==> config.mk <==
export PLATFORM = sky130hd
export DESIGN_NAME = reorder_window_receiver_flat
export DESIGN_NICKNAME = d
export VERILOG_FILES = /design/src/design/rwr_pkg.sv /design/src/design/rwr_if.sv /design/src/design/reorder_window_receiver.sv /design/src/design/rwr_ram.sv /design/src/design/rwr_mod_unit.sv /design/src/flat_wrapper.sv
export SDC_FILE = /design/constraint.sdc
export NUM_CORES = 1
export LEC_CHECK = 0
export ABC_AREA = 1
export BUFFER_PORTS_ARGS = -buffer_cell sky130_fd_sc_hd__clkbuf_2
export CAP_MARGIN = 10
export CORE_MARGIN = 5
export CORE_UTILIZATION = 55
export DETAILED_ROUTE_END_ITERATION = 16
export PLACE_DENSITY = 0.73
export SETUP_SLACK_MARGIN = 0.05
export SYNTH_ARGS = -nofsm -noshare
export SYNTH_HDL_FRONTEND = slang
export SYNTH_SLANG_ARGS = --single-unit
==> constraint.sdc <==
create_clock -name clk_i -period 10.7 [get_ports clk_i]
set_input_delay 0.535 -clock clk_i [delete_from_list [all_inputs] [get_ports clk_i]]
set_output_delay 0.535 -clock clk_i [all_outputs]
set_load 0.005 [all_outputs]
==> src/design/rwr_pkg.sv <==
// Package for the reorder window receiver: command, status and register codes,
// word widths and default parameter values. No dependencies.
`default_nettype none

package rwr_pkg;

  localparam int unsigned SLOTS_DEF     = 16;
  localparam int unsigned DATA_BITS_DEF = 32;
  localparam int unsigned SEQ_W         = 32;
  localparam int unsigned WORD_W        = 32;
  localparam int unsigned WIN_W         = 5;
  localparam int unsigned CFG_IDX_W     = 1;
  localparam int unsigned CFG_DATA_W    = 32;
  localparam logic [WIN_W-1:0] WIN_RESET = WIN_W'(16);

  typedef enum logic [1:0] {
    CMD_STORE   = 2'd0,
    CMD_POP     = 2'd1,
    CMD_RESTART = 2'd2,
    CMD_NOP     = 2'd3
  } cmd_e;

  typedef enum logic [1:0] {
    ST_DONE    = 2'd0,
    ST_OUT_WIN = 2'd1,
    ST_MISSING = 2'd2,
    ST_RSVD    = 2'd3
  } status_e;

  typedef enum logic [CFG_IDX_W-1:0] {
    CFG_START_SEQ   = 1'b0,
    CFG_WINDOW_SIZE = 1'b1
  } cfg_idx_e;

endpackage

`default_nettype wire

==> src/design/rwr_if.sv <==
// Channel interfaces of the reorder window receiver: command input, result
// output and register write. Depends on rwr_pkg.
`default_nettype none

interface rwr_in_if import rwr_pkg::*; ();
  logic              valid;
  logic              ready;
  logic [1:0]        command;
  logic [SEQ_W-1:0]  seq;
  logic [WORD_W-1:0] packet_data;

  modport source (output valid, command, seq, packet_data, input ready);
  modport sink   (input valid, command, seq, packet_data, output ready);
endinterface

interface rwr_out_if import rwr_pkg::*; ();
  logic              valid;
  logic              ready;
  logic [1:0]        status;
  logic [WORD_W-1:0] out_data;
  logic [SEQ_W-1:0]  out_seq;
  logic              gap_flag;
  logic [SEQ_W-1:0]  gap_seq;

  modport source (output valid, status, out_data, out_seq, gap_flag, gap_seq, input ready);
  modport sink   (input valid, status, out_data, out_seq, gap_flag, gap_seq, output ready);
endinterface

interface rwr_cfg_if import rwr_pkg::*; ();
  logic                  valid;
  logic                  ready;
  logic [CFG_IDX_W-1:0]  index;
  logic [CFG_DATA_W-1:0] data;

  modport source (output valid, index, data, input ready);
  modport sink   (input valid, index, data, output ready);
endinterface

`default_nettype wire

==> src/design/reorder_window_receiver.sv <==
// Reorder window receiver top: slot valid bits, expected number, data RAM and the
// result register. Depends on rwr_pkg, rwr_if, rwr_ram and rwr_mod_unit.
// A result word is offered in the cycle after its command word is accepted.
// Throughput: 1 command word per cycle; a result word left waiting stalls input.
// Register writes are taken every cycle and apply from the next command word.
// Reset: expected number 0, all slots empty, window size 16, output empty.
`default_nettype none

module reorder_window_receiver import rwr_pkg::*; #(
  parameter int unsigned SLOTS     = SLOTS_DEF,
  parameter int unsigned DATA_BITS = DATA_BITS_DEF
) (
  input wire logic clk_i,
  input wire logic rst_ni,
  rwr_in_if.sink   in_i,
  rwr_out_if.source out_o,
  rwr_cfg_if.sink  cfg_i
);

  localparam int unsigned IDX_W    = $clog2(SLOTS);
  // slot offset picked up when a sequence number wraps past 2^32
  localparam int unsigned WRAP_REM = 32'((64'd1 << SEQ_W) % 64'(SLOTS));
  localparam int unsigned WRAP_ADJ = (SLOTS - WRAP_REM) % SLOTS;

  // configuration
  logic [SEQ_W-1:0] start_seq_q;
  logic [WIN_W-1:0] window_size_q;
  logic             cfg_fire;
  logic             seq_load;
  logic [IDX_W-1:0] init_slot;

  // window state
  logic [SEQ_W-1:0] expected_q, expected_d;
  logic [IDX_W-1:0] exp_slot_q, exp_slot_d;
  logic [SLOTS-1:0] valid_q, valid_d;

  // output register
  logic             out_valid_q;
  logic             hit_q;
  logic [1:0]       status_q;
  logic [SEQ_W-1:0] out_seq_q;
  logic             gap_flag_q;
  logic [SEQ_W-1:0] gap_seq_q;

  // step logic
  logic             in_fire;
  logic             out_free;
  cmd_e             cmd;
  logic [SEQ_W-1:0] diff;
  logic [SEQ_W-1:0] win_eff;
  logic             in_win;
  logic             seq_wrap;
  logic [IDX_W+1:0] slot_sum;
  logic [IDX_W-1:0] store_slot;
  logic             pop_hit;
  logic             store_ok;
  logic             gap;
  status_e          status_d;

  logic [DATA_BITS-1:0] ram_wdata;
  logic [DATA_BITS-1:0] ram_rdata;
  logic [63:0]          wide_wdata;
  logic [63:0]          wide_rdata;

  assign cfg_fire    = cfg_i.valid && cfg_i.ready;
  assign cfg_i.ready = 1'b1;
  assign seq_load    = cfg_fire && (cfg_i.index == CFG_START_SEQ);

  always_ff @(posedge clk_i or negedge rst_ni) begin
    if (!rst_ni) begin
      start_seq_q   <= '0;
      window_size_q <= WIN_RESET;
    end else if (cfg_fire) begin
      case (cfg_idx_e'(cfg_i.index))
        CFG_START_SEQ:   start_seq_q   <= cfg_i.data[SEQ_W-1:0];
        CFG_WINDOW_SIZE: window_size_q <= cfg_i.data[WIN_W-1:0];
        default: ;
      endcase
    end
  end

  rwr_mod_unit #(
    .SLOTS (SLOTS)
  ) u_mod (
    .clk_i   (clk_i),
    .rst_ni  (rst_ni),
    .load_i  (seq_load),
    .value_i (cfg_i.data[SEQ_W-1:0]),
    .rem_o   (init_slot)
  );

  assign out_free    = !out_valid_q || out_o.ready;
  assign in_i.ready  = out_free;
  assign in_fire     = in_i.valid && in_i.ready;
  assign cmd         = cmd_e'(in_i.command);

  assign diff     = in_i.seq - expected_q;
  assign win_eff  = (32'(window_size_q) > 32'(SLOTS)) ? 32'(SLOTS) : 32'(window_size_q);
  assign in_win   = diff < win_eff;
  assign pop_hit  = valid_q[exp_slot_q];
  assign seq_wrap = in_i.seq < expected_q;

  always_comb begin
    slot_sum = (IDX_W+2)'(exp_slot_q) + (IDX_W+2)'(diff[IDX_W-1:0]);
    if (seq_wrap) begin
      slot_sum = slot_sum + (IDX_W+2)'(WRAP_ADJ);
    end
    if (slot_sum >= (IDX_W+2)'(SLOTS)) begin
      slot_sum = slot_sum - (IDX_W+2)'(SLOTS);
    end
    if (slot_sum >= (IDX_W+2)'(SLOTS)) begin
      slot_sum = slot_sum - (IDX_W+2)'(SLOTS);
    end
    store_slot = slot_sum[IDX_W-1:0];
  end

  always_comb begin
    expected_d = expected_q;
    exp_slot_d = exp_slot_q;
    valid_d    = valid_q;
    status_d   = ST_DONE;
    store_ok   = 1'b0;
    case (cmd)
      CMD_STORE: begin
        if (in_win) begin
          store_ok            = 1'b1;
          valid_d[store_slot] = 1'b1;
        end else begin
          status_d = ST_OUT_WIN;
        end
      end
      CMD_POP: begin
        if (pop_hit) begin
          valid_d[exp_slot_q] = 1'b0;
          expected_d          = expected_q + 1'b1;
          if ((expected_q == '1) || (exp_slot_q == IDX_W'(SLOTS - 1))) begin
            exp_slot_d = '0;
          end else begin
            exp_slot_d = exp_slot_q + 1'b1;
          end
        end else begin
          status_d = ST_MISSING;
        end
      end
      CMD_RESTART: begin
        expected_d = start_seq_q;
        exp_slot_d = init_slot;
        valid_d    = '0;
      end
      default: ;
    endcase
    gap = !valid_d[exp_slot_d];
  end

  always_ff @(posedge clk_i or negedge rst_ni) begin
    if (!rst_ni) begin
      expected_q  <= '0;
      exp_slot_q  <= '0;
      valid_q     <= '0;
      out_valid_q <= 1'b0;
    end else begin
      if (in_fire) begin
        expected_q <= expected_d;
        exp_slot_q <= exp_slot_d;
        valid_q    <= valid_d;
      end
      if (in_fire) begin
        out_valid_q <= 1'b1;
      end else if (out_o.ready) begin
        out_valid_q <= 1'b0;
      end
    end
  end

  always_ff @(posedge clk_i) begin
    if (in_fire) begin
      hit_q      <= (cmd == CMD_POP) && pop_hit;
      status_q   <= status_d;
      out_seq_q  <= ((cmd == CMD_POP) && pop_hit) ? expected_q : '0;
      gap_flag_q <= gap;
      gap_seq_q  <= gap ? expected_d : '0;
    end
  end

  assign wide_wdata = 64'(in_i.packet_data);
  assign ram_wdata  = wide_wdata[DATA_BITS-1:0];

  rwr_ram #(
    .WIDTH (DATA_BITS),
    .DEPTH (SLOTS)
  ) u_ram (
    .clk_i   (clk_i),
    .we_i    (in_fire && (cmd == CMD_STORE) && store_ok),
    .waddr_i (store_slot),
    .wdata_i (ram_wdata),
    .re_i    (in_fire && (cmd == CMD_POP) && pop_hit),
    .raddr_i (exp_slot_q),
    .rdata_o (ram_rdata)
  );

  assign wide_rdata     = 64'(ram_rdata);
  assign out_o.valid    = out_valid_q;
  assign out_o.status   = status_q;
  assign out_o.out_data = hit_q ? wide_rdata[WORD_W-1:0] : '0;
  assign out_o.out_seq  = out_seq_q;
  assign out_o.gap_flag = gap_flag_q;
  assign out_o.gap_seq  = gap_seq_q;

  a_pop_hit_result: assert property (@(posedge clk_i) disable iff (!rst_ni)
    (in_fire && (cmd == CMD_POP) && pop_hit) |=> (out_valid_q && hit_q
      && (status_q == ST_DONE)))
    else $error("pop of a held slot did not give a delivered word");

  a_restart_clears: assert property (@(posedge clk_i) disable iff (!rst_ni)
    (in_fire && (cmd == CMD_RESTART)) |=>
      (valid_q == '0) && (expected_q == $past(start_seq_q)))
    else $error("restart left slots marked or expected number wrong");

  a_slot_range: assert property (@(posedge clk_i) disable iff (!rst_ni)
    32'(exp_slot_q) < 32'(SLOTS))
    else $error("expected slot index out of range");

  a_pop_advances: assert property (@(posedge clk_i) disable iff (!rst_ni)
    (in_fire && (cmd == CMD_POP) && pop_hit) |=>
      (expected_q == $past(expected_q) + 1'b1) && !valid_q[$past(exp_slot_q)])
    else $error("pop did not advance the window");

endmodule

`default_nettype wire

==> src/design/rwr_ram.sv <==
// Generic single-write, single-read RAM with registered read data.
// No dependencies.
`default_nettype none

module rwr_ram #(
  parameter int unsigned WIDTH = 32,
  parameter int unsigned DEPTH = 16
) (
  input  wire logic                     clk_i,
  input  wire logic                     we_i,
  input  wire logic [$clog2(DEPTH)-1:0] waddr_i,
  input  wire logic [WIDTH-1:0]         wdata_i,
  input  wire logic                     re_i,
  input  wire logic [$clog2(DEPTH)-1:0] raddr_i,
  output logic      [WIDTH-1:0]         rdata_o
);

  logic [WIDTH-1:0] mem_q [DEPTH];

  always_ff @(posedge clk_i) begin
    if (we_i) begin
      mem_q[waddr_i] <= wdata_i;
    end
    if (re_i) begin
      rdata_o <= mem_q[raddr_i];
    end
  end

endmodule

`default_nettype wire

==> src/design/rwr_mod_unit.sv <==
// Remainder of a 32-bit word by the slot count, by reciprocal multiplication;
// the low quotient bits are registered when the word is loaded. Depends on rwr_pkg.
`default_nettype none

module rwr_mod_unit import rwr_pkg::*; #(
  parameter int unsigned SLOTS = SLOTS_DEF
) (
  input  wire logic                     clk_i,
  input  wire logic                     rst_ni,
  input  wire logic                     load_i,
  input  wire logic [SEQ_W-1:0]         value_i,
  output logic      [$clog2(SLOTS)-1:0] rem_o
);

  localparam int unsigned IDX_W   = $clog2(SLOTS);
  localparam int unsigned SHIFT   = SEQ_W + IDX_W;
  localparam int unsigned RECIP_W = SEQ_W + 1;
  localparam int unsigned PROD_W  = SEQ_W + RECIP_W;
  // ceil(2^SHIFT / SLOTS) gives the exact quotient for every 32-bit word
  localparam logic [63:0] RECIP_FULL =
    ((64'd1 << SHIFT) + 64'(SLOTS) - 64'd1) / 64'(SLOTS);
  localparam logic [RECIP_W-1:0] RECIP    = RECIP_FULL[RECIP_W-1:0];
  localparam logic [IDX_W-1:0]   SLOTS_LO = IDX_W'(SLOTS);

  logic [PROD_W-1:0] prod;
  logic [IDX_W-1:0]  quo_lo_q, quo_lo_d;
  logic [IDX_W-1:0]  val_lo_q, val_lo_d;
  logic [IDX_W-1:0]  quo_mul;

  assign prod = PROD_W'(value_i) * PROD_W'(RECIP);

  always_comb begin
    quo_lo_d = quo_lo_q;
    val_lo_d = val_lo_q;
    if (load_i) begin
      quo_lo_d = prod[SHIFT +: IDX_W];
      val_lo_d = value_i[IDX_W-1:0];
    end
  end

  always_ff @(posedge clk_i or negedge rst_ni) begin
    if (!rst_ni) begin
      quo_lo_q <= '0;
      val_lo_q <= '0;
    end else begin
      quo_lo_q <= quo_lo_d;
      val_lo_q <= val_lo_d;
    end
  end

  // the remainder is below the slot count, so the low bits suffice
  assign quo_mul = IDX_W'(quo_lo_q * SLOTS_LO);
  assign rem_o   = val_lo_q - quo_mul;

endmodule

`default_nettype wire
==> src/flat_wrapper.sv <==
// flat-port wrapper written by rule: the top's interface ports become plain ports
module reorder_window_receiver_flat import rwr_pkg::*;
#(
  parameter int unsigned SLOTS     = SLOTS_DEF,
  parameter int unsigned DATA_BITS = DATA_BITS_DEF
)
  (clk_i, rst_ni, in_i_valid, in_i_command, in_i_seq, in_i_packet_data, in_i_ready, out_o_valid, out_o_status, out_o_out_data, out_o_out_seq, out_o_gap_flag, out_o_gap_seq, out_o_ready, cfg_i_valid, cfg_i_index, cfg_i_data, cfg_i_ready);
  rwr_in_if in_i_i ();
  rwr_out_if out_o_i ();
  rwr_cfg_if cfg_i_i ();
  input wire logic clk_i;
  input wire logic rst_ni;
  input wire logic [$bits(in_i_i.valid)-1:0] in_i_valid;
  input wire logic [$bits(in_i_i.command)-1:0] in_i_command;
  input wire logic [$bits(in_i_i.seq)-1:0] in_i_seq;
  input wire logic [$bits(in_i_i.packet_data)-1:0] in_i_packet_data;
  output wire logic [$bits(in_i_i.ready)-1:0] in_i_ready;
  output wire logic [$bits(out_o_i.valid)-1:0] out_o_valid;
  output wire logic [$bits(out_o_i.status)-1:0] out_o_status;
  output wire logic [$bits(out_o_i.out_data)-1:0] out_o_out_data;
  output wire logic [$bits(out_o_i.out_seq)-1:0] out_o_out_seq;
  output wire logic [$bits(out_o_i.gap_flag)-1:0] out_o_gap_flag;
  output wire logic [$bits(out_o_i.gap_seq)-1:0] out_o_gap_seq;
  input wire logic [$bits(out_o_i.ready)-1:0] out_o_ready;
  input wire logic [$bits(cfg_i_i.valid)-1:0] cfg_i_valid;
  input wire logic [$bits(cfg_i_i.index)-1:0] cfg_i_index;
  input wire logic [$bits(cfg_i_i.data)-1:0] cfg_i_data;
  output wire logic [$bits(cfg_i_i.ready)-1:0] cfg_i_ready;
  assign in_i_i.valid = in_i_valid;
  assign in_i_i.command = in_i_command;
  assign in_i_i.seq = in_i_seq;
  assign in_i_i.packet_data = in_i_packet_data;
  assign in_i_ready = in_i_i.ready;
  assign out_o_valid = out_o_i.valid;
  assign out_o_status = out_o_i.status;
  assign out_o_out_data = out_o_i.out_data;
  assign out_o_out_seq = out_o_i.out_seq;
  assign out_o_gap_flag = out_o_i.gap_flag;
  assign out_o_gap_seq = out_o_i.gap_seq;
  assign out_o_i.ready = out_o_ready;
  assign cfg_i_i.valid = cfg_i_valid;
  assign cfg_i_i.index = cfg_i_index;
  assign cfg_i_i.data = cfg_i_data;
  assign cfg_i_ready = cfg_i_i.ready;
  reorder_window_receiver #(.SLOTS(SLOTS), .DATA_BITS(DATA_BITS)) u_core (.clk_i(clk_i), .rst_ni(rst_ni), .in_i(in_i_i), .out_o(out_o_i), .cfg_i(cfg_i_i));
endmodule
* After elaboration in Yosys (flattened, before gate mapping)
Memory sizes are Yosys's and may differ from the RTL's. A register that Yosys moved wholly into a read port is not among the register bits. Cells that the tools add are included.
Storage, ports and cells: bits in registers 162, memory bits (writable) 512, input port bits 104, word-level logic and storage cells 82, memories kept 1
Memories:
- u_core.u_ram.mem_q | words 16, bits a word 32, rd ports 1, clocked after memory_dff 1, write ports 1, line rwr_ram.sv:18 | logic [WIDTH-1:0] mem_q [DEPTH];
Operators by class: add/subtract/negate cells 6, magnitude comparators 9, equality and inequality tests 4, mux-type cells 29, bitwise operators 4, reduce and logical (&&, ||, !) cells 17
Operators by type and width (count):
- two-way mux 32 bit | 2
- one-hot mux 32 bit (2 select lines) | 1
- one-hot mux 16 bit (3 select lines) | 1
- adder 32 x 1 -> 32 bit (second input constant) | 1
- == test 32 bit (second input constant) | 1
- < comparator 32 bit | 1
- two-way mux 16 bit | 2
- subtractor 32 bit | 1
- AND 16 bit | 1
- NOT 16 bit | 1
- OR 16 bit | 1
- < comparator 4 x 5 -> 1 bit (second input constant) | 3
- >= comparator 6 x 5 -> 1 bit (second input constant) | 2
- two-way mux 4 bit | 3
- two-way mux 1 bit | 11
- logical AND 1 bit | 9
- binary-select mux 1 bit (select 4 bit) | 2
- demux 1 bit (select 4 bit) | 2
- >= comparator 4 x 1 -> 1 bit (second input constant) | 2
- one-hot mux 4 bit (2 select lines) | 1
- two-way mux 6 bit | 1
- subtractor 6 x 5 -> 6 bit (second input constant) | 1
- adder 4 x 4 -> 5 bit | 1
- greater-than comparator 5 bit (second input constant) | 1
- 14 further kinds | 17

* Logic depth before layout (Yosys ltp)
depth in word-level cells 16, gate-level depth with buffers 28, gate-level depth less buffers 26

* By module
A second synthesis with hierarchy kept.
Second synthesis, totals: cells, all modules 3949, area, all modules 35152.5 µm²
Modules (own cells, without submodules):
- rwr_ram | times used 1, cells each 2120, area an instance 23050.9 µm², sequential area each 16335.7 µm²
- reorder_window_receiver | times used 1, cells each 1812, area an instance 11952.7 µm², sequential area each 4295.4 µm²
- rwr_mod_unit | times used 1, cells each 17, area an instance 148.9 µm², sequential area each 100.1 µm²

* Worst setup path before layout
Ideal clock, no wire load.
path type input to register, start input port in_i_seq[2], end memory u_core.u_ram.mem_q[0][0], enable pin, setup time 0.501 ns, data arrival time 5.933 ns, data required time 10.199 ns, path slack 4.265 ns, cell stages on the path 16, path through ha_1 > a21oi_1 > nand2_1 > xor2_1 > ha_1 > a21oi_1 > o21ai_0 > and2_0 > nor2_1 > nand2_1 > nor2_1 > nand3_1 > nor4_1 > nand2_1 > clkbuf_1 > nor4_1
On the way: word-level cells in the longest chain between the ends 7
RTL lines:
- from (decl) | line flat_wrapper.sv:15 | input wire logic [$bits(in_i_i.seq)-1:0] in_i_seq;
- subtractor 32 bit (*) | line reorder_window_receiver.sv:97 | assign diff = in_i.seq - expected_q;
- parallel branches: the longest is 6 deep, another holds subtractor 6 x 5 -> 6 bit
- to (decl) | line rwr_ram.sv:18
Mark *: on every way between the ends.

* Worst setup path in the final report
start register u_core.exp_slot_q[1], end register u_core.gap_seq_q[5] (netlist: u_core.out_o.gap_seq[5]), data pin
On the way: word-level cells in the longest chain between the ends 14
RTL lines:
- from (decl) | line reorder_window_receiver.sv:34 | logic [IDX_W-1:0] exp_slot_q, exp_slot_d;
- from (signal assigned) | line reorder_window_receiver.sv:164 | exp_slot_q <= exp_slot_d;
- adder 4 x 4 -> 5 bit | line reorder_window_receiver.sv:104 | slot_sum = (IDX_W+2)'(exp_slot_q) + (IDX_W+2)'(diff[IDX_W-1:0]);
- subtractor 6 x 5 -> 6 bit / >= comparator 6 x 5 -> 1 bit (equally long branches) | line reorder_window_receiver.sv:109, reorder_window_receiver.sv:108
- two-way mux 6 bit | line reorder_window_receiver.sv:108 | if (slot_sum >= (IDX_W+2)'(SLOTS)) begin
- >= comparator 6 x 5 -> 1 bit / subtractor 4 x 1 -> 4 bit (equally long branches) | line reorder_window_receiver.sv:111, reorder_window_receiver.sv:112
- two-way mux 4 bit | line reorder_window_receiver.sv:111 | if (slot_sum >= (IDX_W+2)'(SLOTS)) begin
- < comparator 4 x 5 -> 1 bit (not written as such) / >= comparator 4 x 1 -> 1 bit (equally long branches) | line reorder_window_receiver.sv:127 | valid_d[store_slot] = 1'b1;
- logical AND 1 bit (not written as such) | line reorder_window_receiver.sv:127
- two-way mux 1 bit (not written as such) | line reorder_window_receiver.sv:127
- demux 1 bit (select 4 bit)
- OR 16 bit (no line)
- two-way mux 16 bit | line reorder_window_receiver.sv:125 | if (in_win) begin
- one-hot mux 16 bit (3 select lines) | line reorder_window_receiver.sv:123 | case (cmd)
- binary-select mux 1 bit (select 4 bit) | line reorder_window_receiver.sv:152 | gap = !valid_d[exp_slot_d];
- two-way mux 1 bit (not written as such) | line reorder_window_receiver.sv:152
- to (signal assigned) | line reorder_window_receiver.sv:181 | gap_seq_q <= gap ? expected_d : '0;
- to (decl) | line reorder_window_receiver.sv:43 | logic [SEQ_W-1:0] gap_seq_q;
Several ways; a longest one is shown, not always the timed one. The select of a mux whose other input is x is not followed. A chain may end at the register's enable or synchronous reset.

==> results.json <==
{
  "status": "completed",
  "grt_pass1_wl_um": 134000,
  "max_freq_mhz": 179,
  "setup_violations": 0,
  "p_per_area_mw_per_mm2": 209,
  "ant_nets": 0,
  "fin_nets": 3453,
  "setup.worst_path.start_class": "flip-flop",
  "dpl_cell_area_mm2": 0.0339,
  "fin_tns_setup_ns": 0,
  "drv_cap": 0,
  "core_mm2": 0.0577,
  "area_delta_synth_final_pct": 13.0,
  "path_class": "reg -> reg",
  "holdBufCountCts": 1,
  "total_power_uw": 7570,
  "fin_crit_sh": 0.523,
  "drtIter0Drc": 2706,
  "post_cts_resized": 0,
  "finClkSkew_ns": 0.0171,
  "drt-vias-per-instance": 5.84,
  "max_slew.worst_pin.slew_ns": 1.24,
  "vias": 24100,
  "fin_area_mm2": 0.0362,
  "pwr-share-comb": 0.244,
  "ys_seq_area_frac": 0.643,
  "io_pins": 206,
  "yosysWarnings": 0,
  "layout-drive-gt1-share": 0.130,
  "crit_fanout": 74,
  "syn_avg_cell_area_um2": 10.2,
  "cts_setup_buffers": 0,
  "cts_buffers": 73,
  "critical_path.top_delay_family": "buffers and inverters",
  "stdcell_count": 4124,
  "worstPathRequired_ns": 11.05,
  "hold_viol": 0,
  "worst-path-buf-inv": 5,
  "synth-edff-count": 612,
  "die-area_mm2": 0.0633,
  "rows": 88,
  "cts_tree": "built",
  "setup_ws_ns": 5.11,
  "cts-root-buf": "clkbuf_16",
  "dr_wl_met3_um": 7000,
  "drc_errors": 0,
  "cts_buffer_depth": 3,
  "p_sw_frac": 0.328,
  "internal-power_uw": 5090,
  "track_usage": 0.270,
  "crit_slowest_cell": "clkinv_2",
  "grt_max_degree": 240,
  "synth_fp_nets": 3286,
  "diodes": 0,
  "grt.overflow.total": 0,
  "clk_latency_ns": 0.62,
  "globalplace.congestion": 0.919,
  "wl_per_cell_um": 21.1,
  "cts_max_level": 3,
  "path_clk_slew_ns": 0.06,
  "synth-async-reset-ratio": 0.128,
  "io_buffers": 204,
  "die_y_um": 252,
  "cp-end-kind": "flip-flop",
  "preCtsSetupSlack_ns": 5.21,
  "synthFlopType": "edfxtp_1",
  "dr_wl_met2_um": 41800,
  "cpPeakStageDelay_ns": 0.95,
  "hpwl_um": 53700,
  "rsz0062_at_grt": "no",
  "dp_cells": 3989,
  "layout_min_cycle_time_ns": 5.59,
  "first_global_vias": 23500,
  "drt_pass1_iterations": 6,
  "switchingPower_uw": 2480,
  "top_layer": "met5",
  "hold_class": "in -> reg",
  "power_frac_seq": 0.428,
  "wirelength_met1_um": 34600,
  "worstPathArrival_ns": 5.95,
  "synth_cells": 3133,
  "drv_slew": 0,
  "synth_seq_cells": 702,
  "synth_area_mm2": 0.0321,
  "leakage_uw": 0.0140,
  "initial_utilization": 0.556,
  "relSlewSlack": 0.175,
  "cts.sinks": 702,
  "wl_um": 87000,
  "antenna_found_initial": 2,
  "cp_cell_sequence": "clkinv_2, buf_4, a21oi_1, o21ai_1, o21ai_0, nand2_1, nand4_4, inv_2, nor2_4, inv_2, o211ai_2, o21ai_2, inv_2, nand3_1, nand2_1, nand2_1, nand3_1, nand3_1, nand2_4, nor2_1",
  "vdd_drop_max_uv": 148,
  "ys_types": 49,
  "die_w_um": 252,
  "p_clk_frac": 0.328
}
## placed cells by master, fill, tap and decap left out, drive strengths merged, types with 63 or more instances in the layout
cell      n
o21ai   388
nor2    458
inv     257
clkbuf  301
edfxtp  612
dfrtp    89
a21oi    80
nand4    63
nand3   113
o22ai   129
nand2   611
## registers in the layout, summed over array words and instances (netlist names)
signal                 count
u_core.valid_q            16
u_core.out_o.gap_seq      32
u_core.window_size_q       5
u_core.hit_q               1
u_core.out_o.status        2
u_core.start_seq_q        32
u_core.u_ram.mem_q       512
u_core.out_o.out_seq      32
u_core.exp_slot_q          4
u_core.out_o.valid         1
u_core.u_ram.rdata_o      32
u_core.out_o.gap_flag      1
u_core.expected_q         32
## power groups by stage
| stage | Clock [uW] | Sequential [uW] | Combinational [uW] |
|---|---|---|---|
| floorplan | 0 | 3230 | 1280 |
| global placement | 0 | 3290 | 1790 |
| detailed placement | 0 | 3290 | 1830 |
| CTS | 2520 | 3230 | 1840 |
| global route | 2640 | 3250 | 2070 |
| finish | 2490 | 3240 | 1850 |
## synth_stat cells, drive strengths merged, types with 9 or more instances
cell    number  area (um2)
a21oi       80         400
nor3        19         105
dfrtp       89        2230
edfxtp     612       18400
xor2         9        78.8
nand3      113         571
mux2        27         304
nand4       63         409
ha          47         588
o22ai      129         807
nor4        23         144
nor2       458        1790
inv        257         965
buf         20         139
nand2      611        2310
clkbuf     132         495
o21ai      388        1950
a31oi       15        93.8
## cell families (layout without fill, tap and decap cells)
group	count (synthesis)	count (layout)	synth area share
other cells	1	1	0.000117
buf+inv	411	637	0.0501
simple gates	1306	1306	0.170
xor+xnor	9	9	0.00246
mux	27	27	0.00948
compound gates	628	628	0.105
fa+ha+maj	49	49	0.0196
flops	702	702	0.643
## worst paths after layout
kind	startpoint	end	slack (ns)	depth (start not counted)
min in group asynchronous	rst_ni	u_core.window_size_q[2]	0.42	2
setup / recovery	u_core.exp_slot_q[1]	u_core.out_o.gap_seq[5]	5.11	20
hold / removal	cfg_i_data[13]	u_core.start_seq_q[13]	0.14	2
max in group asynchronous	rst_ni	u_core.exp_slot_q[0]	8.92	3
setup reg to reg	u_core.exp_slot_q[1]	u_core.out_o.gap_seq[5]	5.11	20
hold reg to reg	u_core.start_seq_q[0]	u_core.start_seq_q[0]	0.50	2
## metal layers
layer	track usage	up-vias
li1	-	11200
met1	0.366	11500
met2	0.447	1134
met3	0.0405	200
met4	0.106	4
met5	0	-
## metrics by stage
step | hold slack [ns] | util
2_1_floorplan | 0.239 | -
3_3_place_gp | 0.479 | 0.587
3_5_place_dp | 0.486 | 0.587
4_1_cts | 0.113 | 0.628
5_1_grt | 0.121 | 0.628
6_report | 0.144 | 0.628
## area by class of cell
cell class | count | area (um2)
Multi-Input combinational cell | 2020 | 9970
Tap cell | 765 | 957
Fill cell | 4619 | 21500
Clock buffer | 98 | 1960
Timing Repair Buffer | 244 | 1340
Clock inverter | 36 | 394
Sequential cell | 702 | 20600
Inverter | 259 | 980
Power figures use the tool's default switching activity.
